===== src/hw/rtl/assert_macros.svh =====
// Assertion helpers shared by the RTL.
// Each check samples on the rising clock edge and is off while reset is low.
`ifndef ASSERT_MACROS_SVH
`define ASSERT_MACROS_SVH

`ifndef SYNTH

// Property must hold at every sampled edge.
`define AMF_ASSERT(label, clk, rst_n, prop) \
  label: assert property (@(posedge clk) disable iff (!rst_n) (prop)) \
    else $error("amf assertion failed");

// Expression must never be true at a sampled edge.
`define AMF_ASSERT_NEVER(label, clk, rst_n, expr) \
  label: assert property (@(posedge clk) disable iff (!rst_n) !(expr)) \
    else $error("amf forbidden condition seen");

`else

`define AMF_ASSERT(label, clk, rst_n, prop)
`define AMF_ASSERT_NEVER(label, clk, rst_n, expr)

`endif

`endif


===== src/hw/rtl/amf_pkg.sv =====
package amf_pkg;

  localparam int unsigned MAX_ELEMENTS    = 256;
  localparam int unsigned IDX_W           = $clog2(MAX_ELEMENTS);
  localparam int unsigned CNT_W           = $clog2(MAX_ELEMENTS + 1);
  localparam int unsigned VALUE_W         = 32;
  localparam int unsigned MODE_COUNT_W    = 9;
  localparam int unsigned COUNT_FIELD_MAX = 511;

  typedef logic signed [VALUE_W-1:0]      value_t;
  typedef logic [MODE_COUNT_W-1:0]        mode_count_t;
  typedef logic [CNT_W-1:0]               cnt_t;

  // Controller -> datapath commands
  typedef struct packed {
    logic store;      // input transfer: write element or flag drop
    logic init_scan;  // reset outer index and best-so-far
    logic rd_outer;   // read candidate element i, rewind inner index
    logic latch;      // capture candidate, clear match counter
    logic rd_inner;   // read element j, advance j
    logic acc;        // compare read data with candidate
    logic update;     // fold match count into best, advance i
    logic publish;    // load result register, clear set state
  } dp_cmd_t;

  // Datapath -> controller status
  typedef struct packed {
    logic inner_done;  // all elements of the inner pass have been read
    logic outer_last;  // current candidate is the last stored element
  } dp_status_t;

endpackage


===== src/hw/rtl/amf_ctrl.sv =====
`include "assert_macros.svh"

module amf_ctrl (
  input  logic                 clk_i,
  input  logic                 rst_ni,
  input  logic                 in_valid_i,
  input  logic                 in_last_i,
  output logic                 in_ready_o,
  input  logic                 out_ready_i,
  output logic                 out_valid_o,
  output amf_pkg::dp_cmd_t     cmd_o,
  input  amf_pkg::dp_status_t  status_i
);

  typedef enum logic [2:0] {
    ST_LOAD,
    ST_FETCH,
    ST_LATCH,
    ST_INNER,
    ST_UPDATE,
    ST_EMIT
  } state_e;

  state_e state_q, state_d;
  logic   out_valid_q, out_valid_d;
  logic   slot_free;

  assign slot_free = !out_valid_q || out_ready_i;

  always_comb begin
    state_d    = state_q;
    cmd_o      = '0;
    in_ready_o = 1'b0;
    unique case (state_q)
      ST_LOAD: begin
        in_ready_o = 1'b1;
        cmd_o.store = in_valid_i;
        if (in_valid_i && in_last_i) begin
          cmd_o.init_scan = 1'b1;
          state_d = ST_FETCH;
        end
      end
      ST_FETCH: begin
        cmd_o.rd_outer = 1'b1;
        state_d = ST_LATCH;
      end
      ST_LATCH: begin
        cmd_o.latch    = 1'b1;
        cmd_o.rd_inner = 1'b1;
        state_d = ST_INNER;
      end
      ST_INNER: begin
        cmd_o.acc = 1'b1;
        if (status_i.inner_done) begin
          state_d = ST_UPDATE;
        end else begin
          cmd_o.rd_inner = 1'b1;
        end
      end
      ST_UPDATE: begin
        cmd_o.update = 1'b1;
        state_d = status_i.outer_last ? ST_EMIT : ST_FETCH;
      end
      ST_EMIT: begin
        if (slot_free) begin
          cmd_o.publish = 1'b1;
          state_d = ST_LOAD;
        end
      end
      default: state_d = ST_LOAD;
    endcase
  end

  always_comb begin
    out_valid_d = out_valid_q;
    if (cmd_o.publish) begin
      out_valid_d = 1'b1;
    end else if (out_ready_i) begin
      out_valid_d = 1'b0;
    end
  end

  always_ff @(posedge clk_i or negedge rst_ni) begin
    if (!rst_ni) begin
      state_q     <= ST_LOAD;
      out_valid_q <= 1'b0;
    end else begin
      state_q     <= state_d;
      out_valid_q <= out_valid_d;
    end
  end

  assign out_valid_o = out_valid_q;

  `AMF_ASSERT(a_publish_slot_free, clk_i, rst_ni, cmd_o.publish |-> slot_free)
  `AMF_ASSERT(a_publish_sets_valid, clk_i, rst_ni, cmd_o.publish |=> out_valid_q)
  `AMF_ASSERT(a_last_starts_scan, clk_i, rst_ni, (in_valid_i && in_ready_o && in_last_i) |=> (state_q == ST_FETCH))
  `AMF_ASSERT_NEVER(a_no_store_in_scan, clk_i, rst_ni, cmd_o.store && (state_q != ST_LOAD))

endmodule


===== config.mk =====
export PLATFORM = sky130hd
export DESIGN_NAME = amf_ctrl
export DESIGN_NICKNAME = d
export VERILOG_FILES = /design/src/hw/rtl/amf_pkg.sv /design/src/hw/rtl/amf_ctrl.sv
export VERILOG_INCLUDE_DIRS = /design/src /design/src/hw/rtl
export SDC_FILE = /design/constraint.sdc
export NUM_CORES = 1
export LEC_CHECK = 0
export BUFFER_PORTS_ARGS = -buffer_cell sky130_fd_sc_hd__buf_2
export CAP_MARGIN = 30
export CORE_AREA = 2 2 39 41
export CTS_BUF_LIST = sky130_fd_sc_hd__clkbuf_2
export DETAILED_ROUTE_END_ITERATION = 8
export DIE_AREA = 0 0 41 43
export PLACE_DENSITY = 0.48
export SYNTH_ARGS = -nofsm -noshare
export SYNTH_HDL_FRONTEND = slang
export SYNTH_SLANG_ARGS = --single-unit

===== constraint.sdc =====
create_clock -name clk_i -period 1.85 [get_ports clk_i]
set_clock_uncertainty 0.1 [all_clocks]
set_input_delay 0.185 -clock clk_i [delete_from_list [all_inputs] [get_ports clk_i]]
set_output_delay 0.185 -clock clk_i [all_outputs]
set_load 0.05 [all_outputs]

==> impl_metrics.yaml <==
detailed_routing:
  totalWireLength_um: 613
  vias: 266
  drtPass1Iterations: 4
  vias_per_cell: 4.092
  wl_per_cell_um: 9.431
  drc_errors: 0
  drtIter0Drc: 11
  drtAntennaViolNets: 0
global_routing:
  grt_pass1_wl_um: 897
  grt_pass1_vias: 212
  grt_start_max_net_pins: 13
  grt_overflow_total: 0
  antenna_found_initial: 0
  track_usage: 0.08056
timing:
  hold_viol_final: 0
  finalSetupViolations: 0
  worst_pin_slew_ns: 0.4183
  rsz0062_at_grt: "no"
  timing.final.crit_share: 0.9015
  min_period_ns: 1.668
  drv_slew: 0
  max_freq_mhz: 599.6
  slew_headroom: 0.7211
  setup_tns_ns: 0
hold_path:
  min_path_cells: 2
  min_to: "state_q[1]"
  hp-start: "status_i[1]"
  hp-class: "in -> reg"
cells_and_area:
  antenna_cells: 0
  drive_gt1_frac: 0.4898
  nNetsFinal: 58
  area_growth_pct: 36.75
  nFillCells: 154
worst_setup_path:
  rrSetupSlack_ns: 0.60
  worst-path-buf-inv: 1
  slowest_delay_ns: 0.59
  timing.rr.end: "state_q[0]"
  rr_startpoint: "state_q[1]"
  crit_family: "flip-flops"
  cp_max_fo: 9
  required_ns: 1.56
  endpoint_kind: "output port"
  worst_setup_path_start_kind: "flop"
  worst_path_max_delay_cell: "dfrtp_1"
  reg2regPathDepth: 3
  path_cells: "nand2_1 -> nor3_1 -> buf_2"
  critPathKind: "reg -> out"
  arrival_ns: 1.38
die:
  rows: 14
  start_util: 0.2116
  die_w_um: 41
  chipHeight_um: 43
  die-area_sq_um: 1763
  ios: 17
  core_area_sq_um: 1384
cts:
  cts.reportedPaths.clkPinSlew_ns: 0.04
  cts_sinks: 4
  ctsHoldBuffers: 1
  h-tree-depth: 1
  clock_path_buffers: 2
  numCtsBuffers: 3
  cts_resized: 0
  cts_setup_buffers: 0
  cts_root_buf: "clkbuf_2"
  cts_tree: "yes"
  clk_latency_ns: 0.21
synth:
  syn_inst: 32
  ys_seq_area_frac: 0.3419
  syn_nets: 39
  synth_area_sq_um: 292.8
  ys_seq_elements: 4
  synth_area_per_cell_sq_um: 9.149
  yosysUniqueCellTypes: 23
  yosysWarnings: 0
job:
  drv_cap: 0
place:
  io_buffers: 16
  place_congestion: 0.6746
  hpwl_um: 465.5
status:
  status: "finished clean"
==> cells in the final DEF (no fill, tap or decap), types with 2 or more instances in the layout <==
cell type,Yosys,routed
clkbuf_2,0,3
buf_2,1,16
a211oi_1,2,2
nor2_1,4,4
dfrtp_1,4,4
nand2_1,3,3
==> worst max path at each step <==
stage	startpoint	to	slack (ns)	depth (start not counted)
final	state_q[0]	cmd_o[0]	0.18	3
after global placement	state_q[0]	cmd_o[0]	0.41	3
after detailed placement	state_q[0]	cmd_o[0]	0.39	3
after floorplan	state_q[0]	cmd_o[6]	0.04	3
after CTS	state_q[0]	cmd_o[0]	0.17	3
after global routing	state_q[0]	cmd_o[0]	0.07	3
==> state kept, by name, indices dropped and copies added (netlist names) <==
signal / flops
state_q: 3
out_valid_o: 1
==> synthesized netlist by cell type <==
cell type | number | area share
dfrtp_1 | 4 | 0.34
nor2_1 | 4 | 0.051
nand2_1 | 3 | 0.038
a211oi_1 | 2 | 0.051
a21oi_1 | 1 | 0.017
a31oi_1 | 1 | 0.021
and2_1 | 1 | 0.021
and2b_1 | 1 | 0.026
and2b_4 | 1 | 0.034
and3_1 | 1 | 0.021
buf_2 | 1 | 0.017
buf_4 | 1 | 0.026
buf_6 | 1 | 0.038
inv_1 | 1 | 0.013
mux2i_1 | 1 | 0.034
nand2b_1 | 1 | 0.021
nand2b_4 | 1 | 0.047
nor3_1 | 1 | 0.017
nor3_2 | 1 | 0.034
o21bai_1 | 1 | 0.026
o21bai_2 | 1 | 0.038
o22ai_1 | 1 | 0.021
o22ai_2 | 1 | 0.043
==> cell families after synthesis <==
logic type | Yosys count | share of synthesized area
AO/OA/AOI/OAI | 8 | 0.2179
buffers and inverters | 4 | 0.09400
flip-flops | 4 | 0.3419
multiplexers | 1 | 0.03419
AND/OR/NAND/NOR | 15 | 0.3120
==> per-stage QoR <==
step	instance area (sq um)	hold WS, ns	utilization	std cells	setup WS (ns)
floorplan	299.0	-0.2106	-	32	0.04419
global placement	375.4	-0.1030	0.2712	61	0.4052
detailed placement	375.4	-0.1025	0.2712	61	0.3918
CTS	400.4	0.1093	0.2893	65	0.1721
global route	400.4	0.1244	0.2893	65	0.07374
finish	400.4	0.1161	0.2893	65	0.1822
==> layer usage <==
metal / vias to the layer above / part of all wire / GRT usage
li1: 145 / - / -
met1: 109 / 0.49 / 0.1071
met2: 12 / 0.42 / 0.09063
met3: 0 / 0.090 / 0.03141
met4: 0 / 0 / 0.08000
met5: - / 0 / 0
==> final cells by class <==
cell class	count	area [sq um]	area share
Tap cell	16	20.02	0.05000
Timing Repair Buffer	17	90.09	0.2250
Sequential cell	4	100.1	0.2500
Inverter	1	3.754	0.009375
Multi-Input combinational cell	24	171.4	0.4281
Clock buffer	3	15.01	0.03750
Power is not shown: default switching activity piles up to over one toggle a cycle in this logic, so the estimate is an artifact.
